## config.mk

```make
export PLATFORM = sky130hd
export DESIGN_NAME = raid5_stripe_address_map_core
export DESIGN_NICKNAME = d
export VERILOG_FILES = /design/src/design/r5sam_pkg.sv /design/src/design/r5sam_div.sv /design/src/design/r5sam_dpath.sv /design/src/design/r5sam_ctrl.sv /design/src/design/raid5_stripe_address_map_core.sv
export SDC_FILE = /design/constraint.sdc
export NUM_CORES = 1
export LEC_CHECK = 0
export CORE_ASPECT_RATIO = 0.8
export CORE_MARGIN = 2
export CORE_UTILIZATION = 50
export CTS_CLUSTER_SIZE = 10
export DETAILED_ROUTE_END_ITERATION = 12
export DONT_BUFFER_PORTS = 1
export SYNTH_ARGS = -nofsm -noshare
export SYNTH_HDL_FRONTEND = slang
export SYNTH_SLANG_ARGS = --single-unit
```

## constraint.sdc

```tcl
create_clock -name clk -period 8.1 [get_ports clk]
set_input_delay 0.405 -clock clk [delete_from_list [all_inputs] [get_ports clk]]
set_output_delay 0.405 -clock clk [all_outputs]
set_load 0.05 [all_outputs]
```

## src/design/r5sam_pkg.sv

```systemverilog
// ----------------------------------------------------------------------------
// r5sam_pkg
// Shared types and constants for the RAID-5 stripe address map: payload
// structs, configuration register indexes, controller states and the
// command/status groups between controller and datapath.
// ----------------------------------------------------------------------------
package r5sam_pkg;

    localparam int CHUNK_BYTES = 512;
    localparam int CHUNK_BITS  = $clog2(CHUNK_BYTES);
    localparam int MAX_DISKS   = 16;
    localparam int MAX_PIECES  = 64;

    localparam int OFF_W    = 32;
    localparam int LEN_W    = 32;
    localparam int CAP_W    = 32;
    localparam int NDISK_W  = 5;
    localparam int DISK_W   = 4;
    localparam int LAYER_W  = 23;
    localparam int PLEN_W   = 10;
    localparam int CFG_IDX_W = 2;
    localparam int CFG_DATA_W = 32;

    // chunk index of a non-negative offset
    localparam int SLIDE_W    = OFF_W - 1 - CHUNK_BITS;
    localparam int REST_LIMIT = (MAX_PIECES - 1) * CHUNK_BYTES;
    localparam int REST_W     = $clog2(REST_LIMIT + 1);
    localparam int DIV_CNT_W  = $clog2(SLIDE_W + 1);

    typedef enum logic [CFG_IDX_W-1:0] {
        CFG_DISK_COUNT     = 2'd0,
        CFG_ARRAY_CAPACITY = 2'd1
    } cfg_index_t;

    typedef struct packed {
        logic signed [OFF_W-1:0] byte_offset;
        logic [LEN_W-1:0]        byte_length;
    } in_item_t;

    typedef struct packed {
        logic [DISK_W-1:0]  disk_index;
        logic [31:0]        disk_byte_offset;
        logic [LAYER_W-1:0] stripe_layer;
        logic [PLEN_W-1:0]  piece_length;
        logic               last_piece;
        logic               range_error;
    } out_item_t;

    typedef enum logic [2:0] {
        ST_IDLE,
        ST_CHECK,
        ST_DIV_LAYER,
        ST_DIV_PARITY,
        ST_EMIT,
        ST_ERROR
    } state_t;

    typedef struct packed {
        logic load;        // capture the request
        logic setup;       // capture first piece geometry
        logic div_start;   // launch the shared divider
        logic div_sel;     // 0: chunk / (n-1), 1: layer % n
        logic take_layer;  // capture layer and data slot
        logic take_parity; // capture parity disk
        logic emit;        // load next piece into the output register
        logic emit_err;    // load an error result
    } cmd_t;

    typedef struct packed {
        logic bad;
        logic div_done;
        logic out_free;
        logic last;
    } status_t;

endpackage

```

## src/design/r5sam_div.sv

```systemverilog
// ----------------------------------------------------------------------------
// r5sam_div
// Restoring divider, one quotient bit per cycle, for a chunk or layer number
// over a small disk count. Gives quotient and remainder with a done pulse.
// ----------------------------------------------------------------------------
module r5sam_div
    import r5sam_pkg::*;
(
    input  logic               clk,
    input  logic               rst_n,
    input  logic               start,
    input  logic [SLIDE_W-1:0] dividend,
    input  logic [NDISK_W-1:0] divisor,
    output logic               done,
    output logic [SLIDE_W-1:0] quotient,
    output logic [NDISK_W-1:0] remainder
);

    logic [DIV_CNT_W-1:0] count_reg, count_next;
    logic                 done_reg, done_next;
    logic [SLIDE_W-1:0]   quot_reg, quot_next;
    logic [NDISK_W-1:0]   rem_reg, rem_next;
    logic [NDISK_W-1:0]   div_reg, div_next;
    logic [NDISK_W:0]     shifted;
    logic [NDISK_W:0]     diff;
    logic                 ge;

    always_comb
    begin
        shifted    = {rem_reg, quot_reg[SLIDE_W-1]};
        diff       = shifted - {1'b0, div_reg};
        ge         = shifted >= {1'b0, div_reg};
        count_next = count_reg;
        done_next  = 1'b0;
        quot_next  = quot_reg;
        rem_next   = rem_reg;
        div_next   = div_reg;
        if (start)
        begin
            count_next = DIV_CNT_W'(SLIDE_W);
            quot_next  = dividend;
            rem_next   = '0;
            div_next   = divisor;
        end
        else if (count_reg != '0)
        begin
            count_next = count_reg - 1'b1;
            done_next  = (count_reg == DIV_CNT_W'(1));
            quot_next  = {quot_reg[SLIDE_W-2:0], ge};
            rem_next   = ge ? diff[NDISK_W-1:0] : shifted[NDISK_W-1:0];
        end
    end

    always_ff @(posedge clk or negedge rst_n)
    begin
        if (!rst_n)
        begin
            count_reg <= '0;
            done_reg  <= 1'b0;
        end
        else
        begin
            count_reg <= count_next;
            done_reg  <= done_next;
        end
    end

    always_ff @(posedge clk)
    begin
        quot_reg <= quot_next;
        rem_reg  <= rem_next;
        div_reg  <= div_next;
    end

    assign done      = done_reg;
    assign quotient  = quot_reg;
    assign remainder = rem_reg;

endmodule

```

## src/design/r5sam_dpath.sv

```systemverilog
// ----------------------------------------------------------------------------
// r5sam_dpath
// Datapath: configuration registers, request checks, piece geometry, the
// shared divider and the output register.
// ----------------------------------------------------------------------------
module r5sam_dpath
    import r5sam_pkg::*;
(
    input  logic                  clk,
    input  logic                  rst_n,
    input  logic                  cfg_wen,
    input  logic [CFG_IDX_W-1:0]  cfg_index,
    input  logic [CFG_DATA_W-1:0] cfg_data,
    input  in_item_t              in_data,
    input  logic                  out_ready,
    output logic                  out_valid,
    output out_item_t             out_data,
    input  cmd_t                  cmd,
    output status_t               status
);

    logic [NDISK_W-1:0] disk_count_reg;
    logic [CAP_W-1:0]   array_capacity_reg;

    logic [OFF_W-1:0]      off_reg;
    logic [LEN_W-1:0]      len_reg;
    logic [CHUNK_BITS-1:0] chunk_ofs_reg;
    logic [PLEN_W-1:0]     first_reg;
    logic [REST_W-1:0]     rest_reg;
    logic                  first_flag_reg;
    logic [LAYER_W-1:0]    layer_reg;
    logic [DISK_W-1:0]     slot_reg;
    logic [DISK_W-1:0]     parity_reg;
    logic                  out_valid_reg;
    out_item_t             out_data_reg;

    logic [CHUNK_BITS-1:0] chunk_ofs;
    logic [PLEN_W-1:0]     room;
    logic [PLEN_W-1:0]     first;
    logic [LEN_W-1:0]      rest;
    logic [LEN_W:0]        end_sum;
    logic                  bad;

    logic               div_start;
    logic [SLIDE_W-1:0] div_dividend;
    logic [NDISK_W-1:0] div_divisor;
    logic               div_done;
    logic [SLIDE_W-1:0] div_quot;
    logic [NDISK_W-1:0] div_rem;

    logic [PLEN_W-1:0]  take;
    logic [REST_W-1:0]  remaining;
    logic [DISK_W-1:0]  disk;
    logic [31:0]        doff;
    logic               slot_wrap;
    logic               parity_wrap;
    logic               out_free;
    out_item_t          piece;
    out_item_t          err_piece;

    // request checks
    always_comb
    begin
        chunk_ofs = off_reg[CHUNK_BITS-1:0];
        room      = PLEN_W'(CHUNK_BYTES) - PLEN_W'(chunk_ofs);
        first     = (len_reg < LEN_W'(room)) ? len_reg[PLEN_W-1:0] : room;
        rest      = len_reg - LEN_W'(first);
        end_sum   = {1'b0, off_reg} + {1'b0, len_reg};
        bad       = (disk_count_reg < NDISK_W'(2))
                 || (disk_count_reg > NDISK_W'(MAX_DISKS))
                 || off_reg[OFF_W-1]
                 || (end_sum > {1'b0, array_capacity_reg})
                 || (rest > LEN_W'(REST_LIMIT));
    end

    always_comb
    begin
        div_start    = cmd.div_start;
        div_dividend = cmd.div_sel ? div_quot : off_reg[OFF_W-2:CHUNK_BITS];
        div_divisor  = cmd.div_sel ? disk_count_reg : disk_count_reg - 1'b1;
    end

    r5sam_div u_div (
        .clk       (clk),
        .rst_n     (rst_n),
        .start     (div_start),
        .dividend  (div_dividend),
        .divisor   (div_divisor),
        .done      (div_done),
        .quotient  (div_quot),
        .remainder (div_rem)
    );

    // piece geometry
    always_comb
    begin
        if (first_flag_reg)
        begin
            take      = first_reg;
            remaining = rest_reg;
        end
        else
        begin
            take      = (rest_reg < REST_W'(CHUNK_BYTES)) ? PLEN_W'(rest_reg)
                                                          : PLEN_W'(CHUNK_BYTES);
            remaining = rest_reg - REST_W'(take);
        end
        disk = slot_reg + DISK_W'(slot_reg >= parity_reg);
        doff = {layer_reg, (first_flag_reg ? chunk_ofs_reg : CHUNK_BITS'(0))};
        slot_wrap   = ({1'b0, slot_reg} + 1'b1) == (disk_count_reg - 1'b1);
        parity_wrap = ({1'b0, parity_reg} + 1'b1) == disk_count_reg;

        piece                  = '0;
        piece.disk_index       = disk;
        piece.disk_byte_offset = doff;
        piece.stripe_layer     = layer_reg;
        piece.piece_length     = take;
        piece.last_piece       = (remaining == '0);

        err_piece             = '0;
        err_piece.range_error = 1'b1;
    end

    assign out_free = !out_valid_reg || out_ready;

    always_ff @(posedge clk or negedge rst_n)
    begin
        if (!rst_n)
        begin
            disk_count_reg     <= NDISK_W'(3);
            array_capacity_reg <= '0;
            out_valid_reg      <= 1'b0;
        end
        else
        begin
            if (cfg_wen && (cfg_index == CFG_DISK_COUNT))
                disk_count_reg <= cfg_data[NDISK_W-1:0];
            if (cfg_wen && (cfg_index == CFG_ARRAY_CAPACITY))
                array_capacity_reg <= cfg_data[CAP_W-1:0];
            if (cmd.emit || cmd.emit_err)
                out_valid_reg <= 1'b1;
            else if (out_ready)
                out_valid_reg <= 1'b0;
        end
    end

    always_ff @(posedge clk)
    begin
        if (cmd.load)
        begin
            off_reg <= in_data.byte_offset;
            len_reg <= in_data.byte_length;
        end
        if (cmd.setup)
        begin
            chunk_ofs_reg  <= chunk_ofs;
            first_reg      <= first;
            rest_reg       <= rest[REST_W-1:0];
            first_flag_reg <= 1'b1;
        end
        if (cmd.take_layer)
        begin
            layer_reg <= LAYER_W'(div_quot);
            slot_reg  <= div_rem[DISK_W-1:0];
        end
        if (cmd.take_parity)
            parity_reg <= div_rem[DISK_W-1:0];
        if (cmd.emit)
        begin
            out_data_reg   <= piece;
            first_flag_reg <= 1'b0;
            rest_reg       <= remaining;
            if (slot_wrap)
            begin
                slot_reg   <= '0;
                layer_reg  <= layer_reg + 1'b1;
                parity_reg <= parity_wrap ? DISK_W'(0) : parity_reg + 1'b1;
            end
            else
                slot_reg <= slot_reg + 1'b1;
        end
        else if (cmd.emit_err)
            out_data_reg <= err_piece;
    end

    always_comb
    begin
        status.bad      = bad;
        status.div_done = div_done;
        status.out_free = out_free;
        status.last     = piece.last_piece;
    end

    assign out_valid = out_valid_reg;
    assign out_data  = out_data_reg;

endmodule

```

## src/design/r5sam_ctrl.sv

```systemverilog
// ----------------------------------------------------------------------------
// r5sam_ctrl
// Controller: sequences check, the two divisions and piece emission (or one
// error result) for one request at a time.
// ----------------------------------------------------------------------------
module r5sam_ctrl
    import r5sam_pkg::*;
(
    input  logic    clk,
    input  logic    rst_n,
    input  logic    in_valid,
    output logic    in_ready,
    output cmd_t    cmd,
    input  status_t status
);

    state_t state_reg, state_next;

    always_ff @(posedge clk or negedge rst_n)
    begin
        if (!rst_n)
            state_reg <= ST_IDLE;
        else
            state_reg <= state_next;
    end

    always_comb
    begin
        state_next = state_reg;
        cmd        = '0;
        in_ready   = 1'b0;
        case (state_reg)
            ST_IDLE:
            begin
                in_ready = 1'b1;
                if (in_valid)
                begin
                    cmd.load   = 1'b1;
                    state_next = ST_CHECK;
                end
            end
            ST_CHECK:
            begin
                cmd.setup = 1'b1;
                if (status.bad)
                    state_next = ST_ERROR;
                else
                begin
                    cmd.div_start = 1'b1;
                    state_next    = ST_DIV_LAYER;
                end
            end
            ST_DIV_LAYER:
            begin
                if (status.div_done)
                begin
                    cmd.take_layer = 1'b1;
                    cmd.div_start  = 1'b1;
                    cmd.div_sel    = 1'b1;
                    state_next     = ST_DIV_PARITY;
                end
            end
            ST_DIV_PARITY:
            begin
                if (status.div_done)
                begin
                    cmd.take_parity = 1'b1;
                    state_next      = ST_EMIT;
                end
            end
            ST_EMIT:
            begin
                if (status.out_free)
                begin
                    cmd.emit = 1'b1;
                    if (status.last)
                        state_next = ST_IDLE;
                end
            end
            ST_ERROR:
            begin
                if (status.out_free)
                begin
                    cmd.emit_err = 1'b1;
                    state_next   = ST_IDLE;
                end
            end
            default:
            begin
                state_next = ST_IDLE;
            end
        endcase
    end

endmodule

```

## src/design/raid5_stripe_address_map_core.sv

```systemverilog
// ----------------------------------------------------------------------------
// raid5_stripe_address_map_core
// Splits a logical byte request into chunk pieces over a RAID-5 array with
// rotating parity, one result request per piece.
//
// Usage:
//   in channel  : byte offset and length, taken when in_valid and in_ready.
//   out channel : one piece per request moved, last_piece on the final one;
//                 a bad request gives a single result with range_error set.
//   cfg port    : disk_count (index 0) and array_capacity (index 1), written
//                 while no request is in flight.
//   Sequence    : first piece after the check and both divider runs, then one
//                 piece per cycle while out_ready is high; errors skip the divider.
//   Throughput  : one request at a time, set by two 22-step runs of the
//                 shared restoring divider and by the number of pieces.
//   Reset       : disk_count 3, array_capacity 0, channels empty.
//   Stall       : a held output register stops emission; the next request
//                 is taken once the last piece sits in the output register.
// ----------------------------------------------------------------------------
module raid5_stripe_address_map_core
    import r5sam_pkg::*;
(
    input  logic                  clk,
    input  logic                  rst_n,
    input  logic                  cfg_wen,
    input  logic [CFG_IDX_W-1:0]  cfg_index,
    input  logic [CFG_DATA_W-1:0] cfg_data,
    input  logic                  in_valid,
    output logic                  in_ready,
    input  in_item_t              in_data,
    output logic                  out_valid,
    input  logic                  out_ready,
    output out_item_t             out_data
);

    cmd_t    cmd;
    status_t status;

    r5sam_ctrl u_ctrl (
        .clk      (clk),
        .rst_n    (rst_n),
        .in_valid (in_valid),
        .in_ready (in_ready),
        .cmd      (cmd),
        .status   (status)
    );

    r5sam_dpath u_dpath (
        .clk       (clk),
        .rst_n     (rst_n),
        .cfg_wen   (cfg_wen),
        .cfg_index (cfg_index),
        .cfg_data  (cfg_data),
        .in_data   (in_data),
        .out_ready (out_ready),
        .out_valid (out_valid),
        .out_data  (out_data),
        .cmd       (cmd),
        .status    (status)
    );

`ifndef NO_ASSERTIONS
    a_err_clean: assert property (@(posedge clk) disable iff (!rst_n)
        out_valid && out_data.range_error |->
            (out_data.disk_index == '0) && (out_data.disk_byte_offset == '0)
            && (out_data.stripe_layer == '0) && (out_data.piece_length == '0)
            && !out_data.last_piece)
        else $error("error result carries non-zero fields");

    a_piece_len: assert property (@(posedge clk) disable iff (!rst_n)
        out_valid && !out_data.range_error |->
            out_data.piece_length <= PLEN_W'(CHUNK_BYTES))
        else $error("piece longer than one chunk");

    a_one_at_a_time: assert property (@(posedge clk) disable iff (!rst_n)
        in_valid && in_ready |=> !in_ready)
        else $error("request taken while another is in flight");
`endif

endmodule
```

After elaboration in Yosys (flattened, before gate mapping). Index checks and enable logic that the tools add are counted.

Reductions and logical operators: 20. Muxes and demuxes: 51. Add/sub/neg operators: 13. Eq/ne operators: 16. Magnitude comparators: 8.

Operators by type and width (count): two-way mux 71 bit (2); two-way mux 23 bit (3); two-way mux 22 bit (3); two-way mux 15 bit (3); adder 32 x 32 -> 33 bit (1); > comparator 33 x 32 -> 1 bit (1); > comparator 32 x 15 -> 1 bit (second input constant) (1); < comparator 32 x 10 -> 1 bit (1); subtractor 32 x 10 -> 32 bit (1); two-way mux 10 bit (3); two-way mux 4 bit (7); two-way mux 3 bit (8); adder 23 x 1 -> 23 bit (second input constant) (1); two-way mux 5 bit (4); case mux 3 bit (6 select lines) (1); zero test 15 bit (1); < comparator 15 x 10 -> 1 bit (second input constant) (1); subtractor 15 x 10 -> 15 bit (1); two-way mux 1 bit (14); adder 4 x 1 -> 5 bit (second input constant) (2); == test 5 bit (2); nonzero test 2 bit (5); subtractor 10 x 9 -> 10 bit (first input constant) (1); subtractor 5 x 1 -> 5 bit (second input constant) (2); other kinds (25) (39).

Flip-flop bits (word level): 280. Output and inout port bits: 73. Logic and storage cells: 132. Bits of input ports: 103.

Depth between registers and ports, before layout. Gate-level depths: netlist of the first run.

Depth in word-level cells: 10. Mapped depth: 26. Depth with buffers taken out: 24.

Cells and area by module. From an unflattened synthesis of the first run, not the netlist that was laid out.

Cell total of the unflattened synthesis: 1391. Area, all modules: 15070.7 um2.

Modules (own cells, without submodules): r5sam_dpath (area an instance 12922.4 um2, times used 1, seq. area each 6008.3 um2, cells an instance 1218); r5sam_div (area an instance 1864.3 um2, times used 1, seq. area each 1061.0 um2, cells an instance 140); r5sam_ctrl (area an instance 284.0 um2, times used 1, seq. area each 75.1 um2, cells an instance 33).

Least setup slack after synthesis of the first run. OpenSTA, ideal clock, no wires.

Path type: flip-flop to flip-flop. Start point: register u_dpath.off_reg[4]. End point: register u_dpath.u_div.quot_reg[0], in the netlist u_dpath.u_div.quotient[0], enable pin. Cell stages (with the launch flop): 25. Library setup time: 0.408 ns. Clock period less this slack: 6.784 ns. Arrival time: 6.376 ns. Path buffers: 1. Path slack: 1.316 ns. Cells stage by stage: edfxtp_1 > nor4_1 > nand2b_1 > nor2_1 > nand2_1 > xor2_1 > inv_1 > ha_1 > a21o_1 > a2111oi_0 > nand4_1 > nor3_1 > o21ai_1 > clkbuf_1 > mux2i_1 > ha_1 > a21o_1 > a21oi_1 > nor4b_1 > and3_1 > o2111ai_1 > a2111oi_4 > and3_4 > nand2_1 > a21oi_1.

Longest elaborated chain between the ends: 10.

RTL lines: from (decl) (RTL line r5sam_dpath.sv:25) `logic [OFF_W-1:0] off_reg;`; from (signal assigned) (RTL line r5sam_dpath.sv:151) `off_reg <= in_data.byte_offset;`; subtractor 10 x 9 -> 10 bit (RTL line r5sam_dpath.sv:65) `room = PLEN_W'(CHUNK_BYTES) - PLEN_W'(chunk_ofs);`; < comparator 32 x 10 -> 1 bit (RTL line r5sam_dpath.sv:66) `first = (len_reg < LEN_W'(room)) ? len_reg[PLEN_W-1:0] : room;`; two-way mux 10 bit (RTL line r5sam_dpath.sv:66); subtractor 32 x 10 -> 32 bit (RTL line r5sam_dpath.sv:67) `rest = len_reg - LEN_W'(first);`; > comparator 32 x 15 -> 1 bit (RTL line r5sam_dpath.sv:73) `|| (rest > LEN_W'(REST_LIMIT));`; logical OR 1 bit (*) (RTL line r5sam_dpath.sv:73); two-way mux 1 bit (*) (RTL line r5sam_ctrl.sv:45) `if (status.bad)`; case mux 1 bit (2 select lines) (*) (RTL line r5sam_ctrl.sv:32) `case (state_reg)`; inequality test 2 bit (no source line) or nonzero test 2 bit (tied branches); AND reduction 2 bit (no source line) (*); to (signal assigned) (RTL line r5sam_div.sv:70) `quot_reg <= quot_next;`; to (decl) (RTL line r5sam_div.sv:21) `logic [SLIDE_W-1:0] quot_reg, quot_next;`.

Mark *: on every way between the ends. The rest lies on a longest branch, timed or not. A chain may end at the register's enable or synchronous reset.

Worst setup path in the final report of the first run.
Start point: register u_dpath.off_reg[4]. End point: register u_dpath.u_div.quot_reg[10], in the netlist u_dpath.u_div.quotient[10], data pin.

Longest elaborated chain between the ends: 9.

RTL lines: subtractor 10 x 9 -> 10 bit (RTL line r5sam_dpath.sv:65); < comparator 32 x 10 -> 1 bit (RTL line r5sam_dpath.sv:66); two-way mux 10 bit (RTL line r5sam_dpath.sv:66); via u_dpath.first[0] (RTL line r5sam_dpath.sv:39) `logic [PLEN_W-1:0] first;`; subtractor 32 x 10 -> 32 bit (RTL line r5sam_dpath.sv:67); > comparator 32 x 15 -> 1 bit (RTL line r5sam_dpath.sv:73); logical OR 1 bit (RTL line r5sam_dpath.sv:73); two-way mux 1 bit (RTL line r5sam_ctrl.sv:45); case mux 1 bit (2 select lines) (RTL line r5sam_ctrl.sv:32); two-way mux 22 bit (RTL line r5sam_div.sv:38) `if (start)`; via u_dpath.u_div.quot_next[10] (RTL line r5sam_div.sv:21).

The timed path passes the listed nets, and every way through them passes these cells.

==> results of run 1 <==
==> critical path, delay by kind of cell (launching register included) <==
kind                     cells  cell delay [ns]
AO/OA/AOI/OAI                9             2.75
AND/OR/NAND/NOR              7             1.74
adder cells (fa/ha/maj)      3             0.98
multiplexers                 2             0.56
flip-flops                   1             0.46
buffers and inverters        2             0.46
==> cell usage in the layout (no fill, tap or decap), drive strengths merged, types with 7 or more instances in the layout <==
cell,n
edfxtp,176
ha,105
dlygate4sd3,97
nor2,94
a21oi,88
nand2,87
inv,79
mux2,65
o21ai,59
clkbuf,55
xnor2,50
dfrtp,45
nor3,42
dfxtp,34
nand3,30
and2,28
a211oi,24
xor2,24
and3,23
nand2b,22
a21o,18
nand4,16
o21a,14
mux2i,14
nor2b,12
o22ai,11
o211ai,10
o31ai,10
nor4,10
or3,10
buf,10
a22o,9
a31oi,9
o21bai,8
nor3b,7
==> metrics by stage <==
stage               hold WS, ns  utilization (%)  setup WS [ns]  instance area [sq um]
finish                    0.157             57.9          0.869                  16900
global route              0.162             57.9         0.0593                  16900
CTS                       0.132             57.9          0.877                  16900
detailed placement        0.110             51.4          0.911                  15000
global placement          0.111             51.4           1.22                  15000
floorplan                 0.109                -           1.32                  14800
==> cells in the mapped netlist (16+ instances only) <==
cell type / number / area (sq um)
sky130_fd_sc_hd__edfxtp_1: 176 / 5290
sky130_fd_sc_hd__ha_1: 105 / 1310
sky130_fd_sc_hd__nor2_1: 94 / 353
sky130_fd_sc_hd__a21oi_1: 87 / 435
sky130_fd_sc_hd__nand2_1: 87 / 327
sky130_fd_sc_hd__inv_1: 77 / 289
sky130_fd_sc_hd__xnor2_1: 50 / 438
sky130_fd_sc_hd__dfrtp_1: 45 / 1130
sky130_fd_sc_hd__mux2_2: 44 / 495
sky130_fd_sc_hd__nor3_1: 42 / 210
sky130_fd_sc_hd__o21ai_0: 36 / 180
sky130_fd_sc_hd__clkbuf_1: 34 / 128
sky130_fd_sc_hd__dfxtp_1: 34 / 681
sky130_fd_sc_hd__nand3_1: 30 / 150
sky130_fd_sc_hd__and2_1: 28 / 175
sky130_fd_sc_hd__a211oi_1: 24 / 180
sky130_fd_sc_hd__xor2_1: 24 / 210
sky130_fd_sc_hd__buf_4: 23 / 173
sky130_fd_sc_hd__o21ai_1: 23 / 115
sky130_fd_sc_hd__and3_1: 22 / 138
sky130_fd_sc_hd__nand2b_1: 22 / 138
sky130_fd_sc_hd__a21o_1: 18 / 135
sky130_fd_sc_hd__mux2_4: 17 / 255
sky130_fd_sc_hd__nand4_1: 16 / 100
==> layout make-up <==
cell class / count / area [sq um]
multi-input combinational: 971 / 7060
inverter: 78 / 293
clock inverter: 1 / 8.76
clock buffer: 55 / 886
sequential: 257 / 7140
tap: 377 / 472
fill: 2429 / 12300
timing repair buffer: 107 / 1070
antenna: 2 / 5.00
==> power by group <==
part	leakage [nW]	total, W	switching, W	internal (W)
clock network	0.427	0.00124	0.000510	0.000728
logic	3.79	0.00206	0.00117	0.000881
registers	2.51	0.00283	0.000877	0.00195
total	6.73	0.00612	0.00256	0.00356
==> cells by family (layout without fill, tap and decap cells) <==
| kind of cell | count (synthesis) | in the layout | share of synthesized area (%) |
|---|---|---|---|
| AO/OA/AOI/OAI | 308 | 308 | 13.8 |
| adder cells (fa/ha/maj) | 108 | 108 | 9.29 |
| XOR/XNOR | 74 | 74 | 4.38 |
| other | 1 | 3 | 0.0254 |
| AND/OR/NAND/NOR | 401 | 401 | 13.6 |
| buffers and inverters | 140 | 241 | 4.25 |
| flip-flops | 257 | 257 | 48.3 |
| multiplexers | 79 | 79 | 6.33 |
==> routing by layer <==
metal / global-route usage [%] / vias to the layer above / share of wire, %
li1: - / 5222 / -
met1: 36.7 / 5133 / 50
met2: 34.4 / 385 / 42
met3: 4.15 / 44 / 6.5
met4: 4.62 / 0 / 1.6
met5: 0 / - / 0
==> repair_timing <==
item                                   CTS  global route
hold buffers                            98             0
endpoints found under the hold margin  148             0
setup buffers                            0             0
==> worst paths after layout <==
| check | startpoint | endpoint | slack (ns) |
|---|---|---|---|
| max in group asynchronous | rst_n | u_dpath.disk_count_reg[0] | 7.44 |
| setup reg to reg | u_dpath.off_reg[4] | u_dpath.u_div.quotient[10] | 0.87 |
| hold reg to reg | u_dpath.layer_reg[22] | u_dpath.layer_reg[22] | 0.46 |
| hold / removal | cfg_index[0] | u_dpath.disk_count_reg[1] | 0.16 |
| min in group asynchronous | rst_n | u_dpath.array_capacity_reg[26] | 0.36 |
| setup / recovery | u_dpath.off_reg[4] | u_dpath.u_div.quotient[10] | 0.87 |
==> metrics.txt, run 1 <==
# TYPE chip_impl_metric gauge
chip_impl_info{name="cts_root_buf",value="sky130_fd_sc_hd__clkbuf_16"} 1
chip_impl_metric{name="grt_max_degree",unit=""} 65
chip_impl_info{name="grt_setup_unrepaired",value="no"} 1
chip_impl_metric{name="cpPeakStageDelay",unit="ns"} 0.74
chip_impl_metric{name="h_tree_level_count",unit=""} 1
chip_impl_info{name="dominantRegCellSynth",value="sky130_fd_sc_hd__edfxtp_1"} 1
chip_impl_info{name="slowest_stage",value="sky130_fd_sc_hd__a21oi_4"} 1
chip_impl_metric{name="die_area",unit="sq um"} 31000
chip_impl_metric{name="timing.clock.skew",unit="ns"} 0.0102
chip_impl_metric{name="netlist-cell-type-count",unit=""} 81
chip_impl_metric{name="top_level_ports",unit=""} 176
chip_impl_metric{name="cts_inserted_buffers",unit=""} 30
chip_impl_metric{name="drt-wirelength-per-cell",unit="um"} 19.9
chip_impl_metric{name="vias_in_the_first_global_route",unit=""} 10000
chip_impl_metric{name="timing.final.hold_violations",unit=""} 0
chip_impl_metric{name="relSlewSlack",unit="%"} 29.4
chip_impl_metric{name="arrival_worst_endpoint",unit="ns"} 7.54
chip_impl_metric{name="wl",unit="um"} 36700
chip_impl_info{name="critPathLaunchType",value="flip-flop"} 1
chip_impl_metric{name="worst-slew-pin-transition",unit="ns"} 1.06
chip_impl_metric{name="avgSynthCellArea",unit="sq um"} 10.8
chip_impl_metric{name="cts_max_path_buffers",unit=""} 3
chip_impl_metric{name="vias",unit=""} 10800
chip_impl_metric{name="ant_nets",unit=""} 0
chip_impl_info{name="status",value="complete, no violations"} 1
chip_impl_metric{name="p_leak",unit="nW"} 6.73
chip_impl_metric{name="mappedNetlistNets",unit=""} 1579
chip_impl_metric{name="vias_per_cell",unit=""} 5.84
chip_impl_metric{name="finalWeightedCongestion",unit=""} 0.878
chip_impl_info{name="tritoncts",value="done"} 1
chip_impl_metric{name="dpl.cell_count",unit=""} 1692
chip_impl_metric{name="r2r.worst_path.cells",unit=""} 23
chip_impl_metric{name="post_synth_inst_count",unit=""} 1368
chip_impl_metric{name="finalNetCount",unit=""} 1656
chip_impl_metric{name="setup_tns",unit="ns"} 0
chip_impl_metric{name="fmaxAchievable",unit="MHz"} 138
chip_impl_info{name="hold_path.class",value="in -> reg"} 1
chip_impl_metric{name="cts.clk_slew.worst_paths",unit="ns"} 0.06
chip_impl_metric{name="min_delay_path_depth",unit=""} 3
chip_impl_metric{name="flop_and_latch_count_out_of_synthesis",unit=""} 257
chip_impl_metric{name="finalMaxSlewViolations",unit=""} 0
chip_impl_metric{name="pwr_density_cell",unit="nW/um^2"} 362
chip_impl_metric{name="row_count",unit=""} 56
chip_impl_metric{name="fp.dieW",unit="um"} 196
chip_impl_metric{name="finalPower",unit="W"} 0.00612
chip_impl_metric{name="flip_flop_count_of_the_largest_register_all_copies_and_words_added",unit=""} 48
chip_impl_metric{name="global_route_wire_length_before_repair",unit="um"} 57100
chip_impl_metric{name="grt_antenna_before_repair",unit=""} 2
chip_impl_metric{name="layout-drive-gt1-share",unit="%"} 8.37
chip_impl_metric{name="core-area",unit="sq um"} 29200
chip_impl_metric{name="gr-total-overflow",unit=""} 0
chip_impl_metric{name="cts.sinks",unit=""} 257
chip_impl_metric{name="worst-endpoint-required",unit="ns"} 8.41
chip_impl_metric{name="initial_core_util",unit="%"} 50.6
chip_impl_info{name="end_kind",value="flip-flop"} 1
chip_impl_metric{name="post_cts_resized",unit=""} 0
chip_impl_metric{name="synth.yosys.seq_area_share",unit="%"} 48.3
chip_impl_metric{name="worst_ir_drop_vdd",unit="mV"} 0.196
chip_impl_metric{name="post-route-period-util",unit="%"} 89.3
chip_impl_metric{name="instances_no_fill",unit=""} 1848
chip_impl_metric{name="gr-usage-all-layers",unit="%"} 23.6
chip_impl_metric{name="detail_route.first_pass.iterations",unit=""} 5
chip_impl_info{name="timing.critical_path.cells",value="nor4_1 -> nand2b_1 -> nor3_1 -> nor3b_1 -> inv_1 -> ha_1 -> a2111oi_0 -> nand4_1 -> nor3_1 -> o21ai_2 -> mux2i_1 -> ha_1 -> fa_1 -> nor2b_1 -> o31a_1 -> o211ai_1 -> a21oi_1 -> o211ai_1 -> a211oi_1 -> a21oi_1 -> a21oi_4 -> buf_4 -> mux2_4"} 1
chip_impl_info{name="worstSetupPathType",value="reg -> reg"} 1
chip_impl_metric{name="synth_edf_count",unit=""} 176
chip_impl_metric{name="portBuffers",unit=""} 0
chip_impl_metric{name="drc",unit=""} 0
chip_impl_metric{name="timing.final.setup_violations",unit=""} 0
chip_impl_metric{name="yosysWarningCount",unit=""} 0
chip_impl_metric{name="die_h",unit="um"} 158
chip_impl_metric{name="period_minus_slack",unit="ns"} 7.23
chip_impl_metric{name="maxCapViolations",unit=""} 0
chip_impl_metric{name="place_hpwl",unit="um"} 27200
chip_impl_metric{name="critical_path.max_fanout",unit=""} 25
chip_impl_metric{name="syn_area",unit="sq um"} 14800
chip_impl_metric{name="fraction_of_synthesis_flops_using_an_asynchronous_set_or_reset_pin",unit="%"} 18.3
chip_impl_metric{name="initialDrtViolationCount",unit=""} 897
chip_impl_metric{name="clk_latency",unit="ns"} 0.56
chip_impl_metric{name="area_growth_syn_to_layout",unit="%"} 14.5
No activity file was read; power rests on OpenSTA's default activity.
==> run 2, diff against run 1 <==
Settings changed: CORE_MARGIN 2 to 10.
==> run 2 against run 1 <==
Against the previous run: design area hardly changed; setup slack better by 0.096 ns; critical path type unchanged; sequential power hardly changed; non-clock buffer count is 2 higher.
==> metrics.txt, run 2 (synthesis results as in run 1) <==
# TYPE chip_impl_metric gauge
chip_impl_info{name="critPathLaunchType",value="flip-flop"} 1
chip_impl_metric{name="finalWeightedCongestion",unit=""} 0.885
chip_impl_metric{name="wl",unit="um"} 38100
chip_impl_metric{name="worst_ir_drop_vdd",unit="mV"} 0.184
chip_impl_info{name="worst_r2r_endpoint",value="u_dpath.u_div.quotient[21]"} 1
chip_impl_metric{name="arrival_worst_endpoint",unit="ns"} 7.47
chip_impl_metric{name="die_area",unit="sq um"} 36900
chip_impl_metric{name="vias_in_the_first_global_route",unit=""} 10400
chip_impl_metric{name="clk_latency",unit="ns"} 0.59
chip_impl_info{name="status",value="complete, no violations"} 1
chip_impl_metric{name="dpl.cell_count",unit=""} 1694
chip_impl_metric{name="area_growth_syn_to_layout",unit="%"} 14.5
chip_impl_info{name="slowest_stage",value="sky130_fd_sc_hd__a21oi_4"} 1
chip_impl_metric{name="drt-wirelength-per-cell",unit="um"} 20.6
chip_impl_metric{name="cts_inserted_buffers",unit=""} 30
chip_impl_metric{name="cts_setup_buffers",unit=""} 0
chip_impl_metric{name="dr_wl_met2",unit="um"} 16400
chip_impl_metric{name="critical_path.max_fanout",unit=""} 28
chip_impl_metric{name="reg2reg_setup_slack",unit="ns"} 0.97
chip_impl_metric{name="place_hpwl",unit="um"} 28400
chip_impl_metric{name="global_route_wire_length_before_repair",unit="um"} 59500
chip_impl_metric{name="met3_wirelength",unit="um"} 2190
chip_impl_metric{name="drc",unit=""} 0
chip_impl_metric{name="post-route-period-util",unit="%"} 88.1
chip_impl_metric{name="fmaxAchievable",unit="MHz"} 140
chip_impl_metric{name="initial_core_util",unit="%"} 50.6
chip_impl_metric{name="fp.dieW",unit="um"} 212
chip_impl_info{name="worstSetupPathType",value="reg -> reg"} 1
chip_impl_metric{name="vias",unit=""} 10800
chip_impl_metric{name="sum_of_routed_wire_segments_on_met1",unit="um"} 18800
chip_impl_metric{name="portBuffers",unit=""} 0
chip_impl_metric{name="ant_nets",unit=""} 0
chip_impl_metric{name="p_leak",unit="nW"} 6.73
chip_impl_metric{name="timing.final.hold_violations",unit=""} 0
chip_impl_metric{name="h_tree_level_count",unit=""} 1
chip_impl_info{name="hold_path_end",value="u_dpath.disk_count_reg[1]"} 1
chip_impl_info{name="r2r-start",value="u_dpath.off_reg[4]"} 1
chip_impl_info{name="hold_path.class",value="in -> reg"} 1
chip_impl_info{name="most_common_library_cell_in_the_layout_ignoring_fill_and_taps",value="sky130_fd_sc_hd__edfxtp_1"} 1
chip_impl_metric{name="grt_max_degree",unit=""} 65
chip_impl_metric{name="gr-usage-all-layers",unit="%"} 20.3
chip_impl_metric{name="instances_no_fill",unit=""} 1851
chip_impl_metric{name="flip_flop_count_of_the_largest_register_all_copies_and_words_added",unit=""} 48
chip_impl_metric{name="period_minus_slack",unit="ns"} 7.13
chip_impl_info{name="tritoncts",value="done"} 1
chip_impl_metric{name="timing.final.setup_violations",unit=""} 0
chip_impl_metric{name="r2r.worst_path.cells",unit=""} 22
chip_impl_metric{name="holdWs",unit="ns"} 0.140
chip_impl_metric{name="maxCapViolations",unit=""} 0
chip_impl_metric{name="finalMaxSlewViolations",unit=""} 0
chip_impl_metric{name="cts.clk_slew.worst_paths",unit="ns"} 0.06
chip_impl_info{name="grt_setup_unrepaired",value="no"} 1
chip_impl_metric{name="num-fill-cells",unit=""} 2375
chip_impl_metric{name="timing.clock.skew",unit="ns"} 0.0242
chip_impl_info{name="layout_common_cells",value="sky130_fd_sc_hd__edfxtp_1 (176), sky130_fd_sc_hd__ha_1 (105), sky130_fd_sc_hd__dlygate4sd3_1 (97)"} 1
chip_impl_info{name="hold_start",value="cfg_index[1]"} 1
chip_impl_metric{name="top_level_ports",unit=""} 176
chip_impl_metric{name="fraction_of_the_core_area_covered_by_cells_at_the_end_of_the_flow",unit="%"} 58.0
chip_impl_metric{name="finalPower",unit="W"} 0.00613
chip_impl_metric{name="layout-drive-gt1-share",unit="%"} 8.43
chip_impl_metric{name="core-area",unit="sq um"} 29200
chip_impl_metric{name="cts_max_path_buffers",unit=""} 3
chip_impl_info{name="highest_layer",value="met5"} 1
chip_impl_metric{name="finalNetCount",unit=""} 1658
chip_impl_metric{name="relSlewSlack",unit="%"} 25.9
chip_impl_metric{name="gr-total-overflow",unit=""} 0
chip_impl_metric{name="grt_antenna_before_repair",unit=""} 5
chip_impl_info{name="timing.critical_path.cells",value="nor4_1 -> nand2b_1 -> nor3_1 -> nor3b_1 -> inv_1 -> ha_1 -> a2111oi_0 -> nand4_1 -> nor3_1 -> o21ai_2 -> mux2i_1 -> ha_1 -> fa_1 -> nor2b_1 -> o31a_1 -> o211ai_1 -> a21oi_1 -> o211ai_1 -> a211oi_1 -> a21oi_1 -> a21oi_4 -> mux2_1"} 1
chip_impl_metric{name="cpPeakStageDelay",unit="ns"} 0.92
chip_impl_metric{name="setup_tns",unit="ns"} 0
chip_impl_metric{name="worst-slew-pin-transition",unit="ns"} 1.11
chip_impl_metric{name="die_h",unit="um"} 174
chip_impl_metric{name="worst-endpoint-required",unit="ns"} 8.43
chip_impl_metric{name="initialDrtViolationCount",unit=""} 790
chip_impl_metric{name="vias_per_cell",unit=""} 5.81
chip_impl_metric{name="min_delay_path_depth",unit=""} 4
chip_impl_metric{name="row_count",unit=""} 56
chip_impl_metric{name="cts.sinks",unit=""} 257
chip_impl_metric{name="pwr_density_cell",unit="nW/um^2"} 362
chip_impl_metric{name="detail_route.first_pass.iterations",unit=""} 7
chip_impl_info{name="end_kind",value="flip-flop"} 1
chip_impl_info{name="cts_root_buf",value="sky130_fd_sc_hd__clkbuf_16"} 1
==> run 2: cell count changes in the layout (fill, tap and decap cells not counted), sizes merged <==
cell / before / now
diode: 2 / 3
clkinv: 0 / 2
clkbuf: 55 / 53
buf: 10 / 12
==> run 2: layer usage <==
| metal | up-vias | track usage, % |
|---|---|---|
| met5 | - | 0 |
| met4 | 4 | 4.57 |
| met3 | 54 | 4.01 |
| met2 | 316 | 29.8 |
| met1 | 5175 | 30.0 |
| li1 | 5204 | - |
==> run 2: final cells by class <==
cell class                 count  area (sq um)  share of cell area [%]
inverter                      78           293                    1.73
clock inverter                 3          43.8                   0.259
clock buffer                  53           837                    4.94
multi-input combinational    971          7060                    41.7
tap                          377           472                    2.79
timing repair buffer         109          1080                    6.38
antenna                        3          7.51                  0.0443
sequential                   257          7140                    42.2
==> run 2: metrics by stage <==
stage	setup slack (ns)	instance area, sq um
after CTS	1.00	16900
after detailed placement	1.01	15000
after global routing	0.416	16900
final	0.965	16900
after floorplan	1.32	14800
after global placement	1.32	15000
==> run 2: worst max-delay path, delay by kind of cell (launching register included) <==
family                     cells  cell delay (ns)
muxes                          2             0.62
AOI/OAI and AO/OA              9             2.92
buffers and inverters          1             0.09
adders and majority gates      3             0.98
DFF                            1             0.48
and+or+nand+nor                7             1.78
==> run 2: how the worst max path moves through the flow <==
stage                     cells after the start  slack (ns)                         end               start
after floorplan                              24        1.32   u_dpath.u_div.quotient[0]  u_dpath.off_reg[4]
after global placement                       22        1.32  u_dpath.u_div.quotient[21]  u_dpath.off_reg[4]
after detailed placement                     22        1.01  u_dpath.u_div.quotient[21]  u_dpath.off_reg[4]
after CTS                                    22        1.00  u_dpath.u_div.quotient[21]  u_dpath.off_reg[4]
after global routing                         21        0.42   u_dpath.u_div.quotient[3]  u_dpath.off_reg[4]
final                                        22        0.97  u_dpath.u_div.quotient[21]  u_dpath.off_reg[4]
==> run 2: report_power, final <==
part | internal [W] | total [W] | switching, W
combinational | 0.000882 | 0.00206 | 0.00118
sequential | 0.00195 | 0.00283 | 0.000879
clock | 0.000697 | 0.00123 | 0.000537
total | 0.00353 | 0.00613 | 0.00260
==> run 2: timing repair <==
item / 4_1_cts / 5_1_grt
gates resized for setup: 0 / 0
endpoints found under the hold margin: 148 / 0
hold buffers: 98 / 0
==> run 3, diff against run 2 <==
==> constraint.sdc (replaced) <==
create_clock -name clk -period 8.1 [get_ports clk]
set_input_delay 0 -clock clk [delete_from_list [all_inputs] [get_ports clk]]
set_output_delay 0 -clock clk [all_outputs]
set_load 0.05 [all_outputs]
==> run 3 against run 2 <==
Against the previous run: via count up 0.82%; clock power about the same; critical path depth unchanged; power up 0.10%; sequential power about the same; sequential share of layout area down 0.27 points; highest routed layer unchanged; global-route usage up 0.12 points.
==> metrics.txt, run 3 (synthesis results as in run 1) <==
# TYPE chip_impl_metric gauge
chip_impl_metric{name="timing.final.setup_violations",unit=""} 0
chip_impl_metric{name="timing.clock.skew",unit="ns"} 0.0251
chip_impl_metric{name="timing.final.hold_violations",unit=""} 0
chip_impl_metric{name="grt_max_degree",unit=""} 65
chip_impl_metric{name="flip_flop_count_of_the_largest_register_all_copies_and_words_added",unit=""} 48
chip_impl_metric{name="worst_ir_drop_vdd",unit="mV"} 0.184
chip_impl_metric{name="portBuffers",unit=""} 0
chip_impl_metric{name="die_area",unit="sq um"} 36900
chip_impl_info{name="hold_path.class",value="in -> reg"} 1
chip_impl_metric{name="wl",unit="um"} 38400
chip_impl_metric{name="drt-wirelength-per-cell",unit="um"} 20.6
chip_impl_metric{name="seq_area",unit="sq um"} 7140
chip_impl_metric{name="critical_path.max_fanout",unit=""} 28
chip_impl_metric{name="fp.dieW",unit="um"} 212
chip_impl_metric{name="worst-endpoint-required",unit="ns"} 8.43
chip_impl_metric{name="worst-path-buf-inv",unit=""} 1
chip_impl_metric{name="ant_nets",unit=""} 0
chip_impl_metric{name="top_level_ports",unit=""} 176
chip_impl_metric{name="row_count",unit=""} 56
chip_impl_info{name="end_kind",value="flip-flop"} 1
chip_impl_info{name="critPathTopFamily",value="compound AO/OA/AOI/OAI gates"} 1
chip_impl_metric{name="place_hpwl",unit="um"} 28400
chip_impl_metric{name="cts_hold_repair.buffers",unit=""} 109
chip_impl_metric{name="clk_latency",unit="ns"} 0.59
chip_impl_metric{name="vias_per_cell",unit=""} 5.82
chip_impl_info{name="worstSetupPathType",value="reg -> reg"} 1
chip_impl_metric{name="grt_antenna_before_repair",unit=""} 5
chip_impl_metric{name="cpPeakStageDelay",unit="ns"} 0.93
chip_impl_info{name="status",value="complete, no violations"} 1
chip_impl_metric{name="cts_inserted_buffers",unit=""} 30
chip_impl_metric{name="pwr_density_cell",unit="nW/um^2"} 360
chip_impl_metric{name="instances_no_fill",unit=""} 1862
chip_impl_metric{name="detail_route.first_pass.iterations",unit=""} 5
chip_impl_metric{name="cts_max_path_buffers",unit=""} 3
chip_impl_metric{name="gr-total-overflow",unit=""} 0
chip_impl_metric{name="h_tree_level_count",unit=""} 1
chip_impl_metric{name="global_route_wire_length_before_repair",unit="um"} 59800
chip_impl_metric{name="layout-drive-gt1-share",unit="%"} 8.37
chip_impl_metric{name="fmaxAchievable",unit="MHz"} 141
chip_impl_metric{name="arrival_worst_endpoint",unit="ns"} 7.45
chip_impl_info{name="most_common_library_cell_in_the_layout_ignoring_fill_and_taps",value="sky130_fd_sc_hd__edfxtp_1"} 1
chip_impl_info{name="grt_setup_unrepaired",value="no"} 1
chip_impl_metric{name="gr-usage-all-layers",unit="%"} 20.4
chip_impl_metric{name="worst-slew-pin-transition",unit="ns"} 1.12
chip_impl_metric{name="maxCapViolations",unit=""} 0
chip_impl_metric{name="core-area",unit="sq um"} 29200
chip_impl_info{name="layout_common_cells",value="sky130_fd_sc_hd__edfxtp_1 (176), sky130_fd_sc_hd__dlygate4sd3_1 (108), sky130_fd_sc_hd__ha_1 (105)"} 1
chip_impl_metric{name="finalMaxSlewViolations",unit=""} 0
chip_impl_info{name="tritoncts",value="done"} 1
chip_impl_metric{name="vias_in_the_first_global_route",unit=""} 10500
chip_impl_metric{name="fraction_of_the_core_area_covered_by_cells_at_the_end_of_the_flow",unit="%"} 58.3
chip_impl_metric{name="cts_setup_buffers",unit=""} 0
chip_impl_metric{name="setup_tns",unit="ns"} 0
chip_impl_metric{name="area_growth_syn_to_layout",unit="%"} 15.2
chip_impl_metric{name="multi_input_area",unit="sq um"} 7060
chip_impl_metric{name="finalWeightedCongestion",unit=""} 0.885
chip_impl_info{name="slowest_stage",value="sky130_fd_sc_hd__a21oi_4"} 1
chip_impl_metric{name="post_cts_resized",unit=""} 0
chip_impl_metric{name="post-route-period-util",unit="%"} 87.8
chip_impl_metric{name="cts.clk_slew.worst_paths",unit="ns"} 0.06
chip_impl_metric{name="finalNetCount",unit=""} 1669
chip_impl_metric{name="relSlewSlack",unit="%"} 25.3
chip_impl_metric{name="drc",unit=""} 0
chip_impl_metric{name="initial_core_util",unit="%"} 50.6
chip_impl_metric{name="p_leak",unit="nW"} 6.77
chip_impl_info{name="critPathLaunchType",value="flip-flop"} 1
chip_impl_info{name="timing.critical_path.cells",value="nor4_1 -> nand2b_1 -> nor3_1 -> nor3b_1 -> inv_1 -> ha_1 -> a2111oi_0 -> nand4_1 -> nor3_1 -> o21ai_2 -> mux2i_1 -> ha_1 -> fa_1 -> nor2b_1 -> o31a_1 -> o211ai_1 -> a21oi_1 -> o211ai_1 -> a211oi_1 -> a21oi_1 -> a21oi_4 -> mux2_1"} 1
chip_impl_metric{name="dpl.cell_count",unit=""} 1694
chip_impl_metric{name="holdWs",unit="ns"} 0.0475
chip_impl_metric{name="vias",unit=""} 10800
chip_impl_metric{name="cts.sinks",unit=""} 257
chip_impl_metric{name="period_minus_slack",unit="ns"} 7.11
chip_impl_info{name="cts_root_buf",value="sky130_fd_sc_hd__clkbuf_16"} 1
chip_impl_metric{name="initialDrtViolationCount",unit=""} 825
chip_impl_metric{name="die_h",unit="um"} 174
chip_impl_metric{name="num-fill-cells",unit=""} 2370
==> run 3: cell types whose count changed in the layout (fill, tap and decap cells not counted), sizes merged <==
cell / delta
dlygate4sd3: +11
==> run 3: where the power goes <==
part,switching (W),internal (W),leakage (nW)
combinational,0.00118,0.000889,3.84
sequential,0.000879,0.00195,2.51
clock,0.000538,0.000697,0.417
total,0.00260,0.00354,6.77
==> run 3: worst paths after layout <==
path                                             endpoint  slack, ns             startpoint  cells after the start
max in group asynchronous  u_dpath.array_capacity_reg[11]       5.95                  rst_n                      4
max                            u_dpath.u_div.quotient[21]       0.99     u_dpath.off_reg[4]                     22
min in group asynchronous  u_dpath.array_capacity_reg[15]       0.53                  rst_n                      3
min                                   u_dpath.len_reg[13]       0.05            in_data[13]                      1
max reg2reg                    u_dpath.u_div.quotient[21]       0.99     u_dpath.off_reg[4]                     22
min reg2reg                         u_dpath.layer_reg[22]       0.45  u_dpath.layer_reg[22]                      1
==> run 3: layout make-up <==
type                    count  area share (%)
multi-input cells         971            41.4
diodes                      3          0.0440
repair buffers            120            6.99
well taps                 377            2.77
flip-flops and latches    257            41.9
clock inverters             3           0.257
inverters                  78            1.72
clock buffers              53            4.91
==> run 3: worst reg2reg max path, cell delays in order, from the launching register on <==
cell	delay, ns
sky130_fd_sc_hd__edfxtp_1	0.48
sky130_fd_sc_hd__nor4_1	0.39
sky130_fd_sc_hd__nand2b_1	0.12
sky130_fd_sc_hd__nor3_1	0.27
sky130_fd_sc_hd__nor3b_1	0.45
sky130_fd_sc_hd__inv_1	0.09
sky130_fd_sc_hd__ha_1	0.31
sky130_fd_sc_hd__a2111oi_0	0.45
sky130_fd_sc_hd__nand4_1	0.14
sky130_fd_sc_hd__nor3_1	0.23
sky130_fd_sc_hd__o21ai_2	0.33
sky130_fd_sc_hd__mux2i_1	0.24
sky130_fd_sc_hd__ha_1	0.26
sky130_fd_sc_hd__fa_1	0.41
sky130_fd_sc_hd__nor2b_1	0.17
sky130_fd_sc_hd__o31a_1	0.23
sky130_fd_sc_hd__o211ai_1	0.22
sky130_fd_sc_hd__a21oi_1	0.23
sky130_fd_sc_hd__o211ai_1	0.12
sky130_fd_sc_hd__a211oi_1	0.22
sky130_fd_sc_hd__a21oi_1	0.20
sky130_fd_sc_hd__a21oi_4	0.93
sky130_fd_sc_hd__mux2_1	0.41
==> run 3: per-stage QoR <==
| step | area (sq um) | worst slack, ns | total power (W) |
|---|---|---|---|
| final | 17000 | 0.987 | 0.00613 |
| after global routing | 17000 | 0.416 | 0.00652 |
| after CTS | 17000 | 1.00 | 0.00615 |
| after detailed placement | 15000 | 1.01 | 0.00485 |
| after global placement | 15000 | 1.32 | 0.00480 |
| after floorplan | 14800 | 1.32 | 0.00431 |
==> run 3: per-layer routing <==
metal / up-vias / wire length [um] / track usage [%]
met5: - / 23 / 0
met4: 4 / 751 / 4.57
met3: 56 / 2520 / 4.01
met2: 347 / 16500 / 30.0
met1: 5203 / 18600 / 30.1
li1: 5231 / - / -
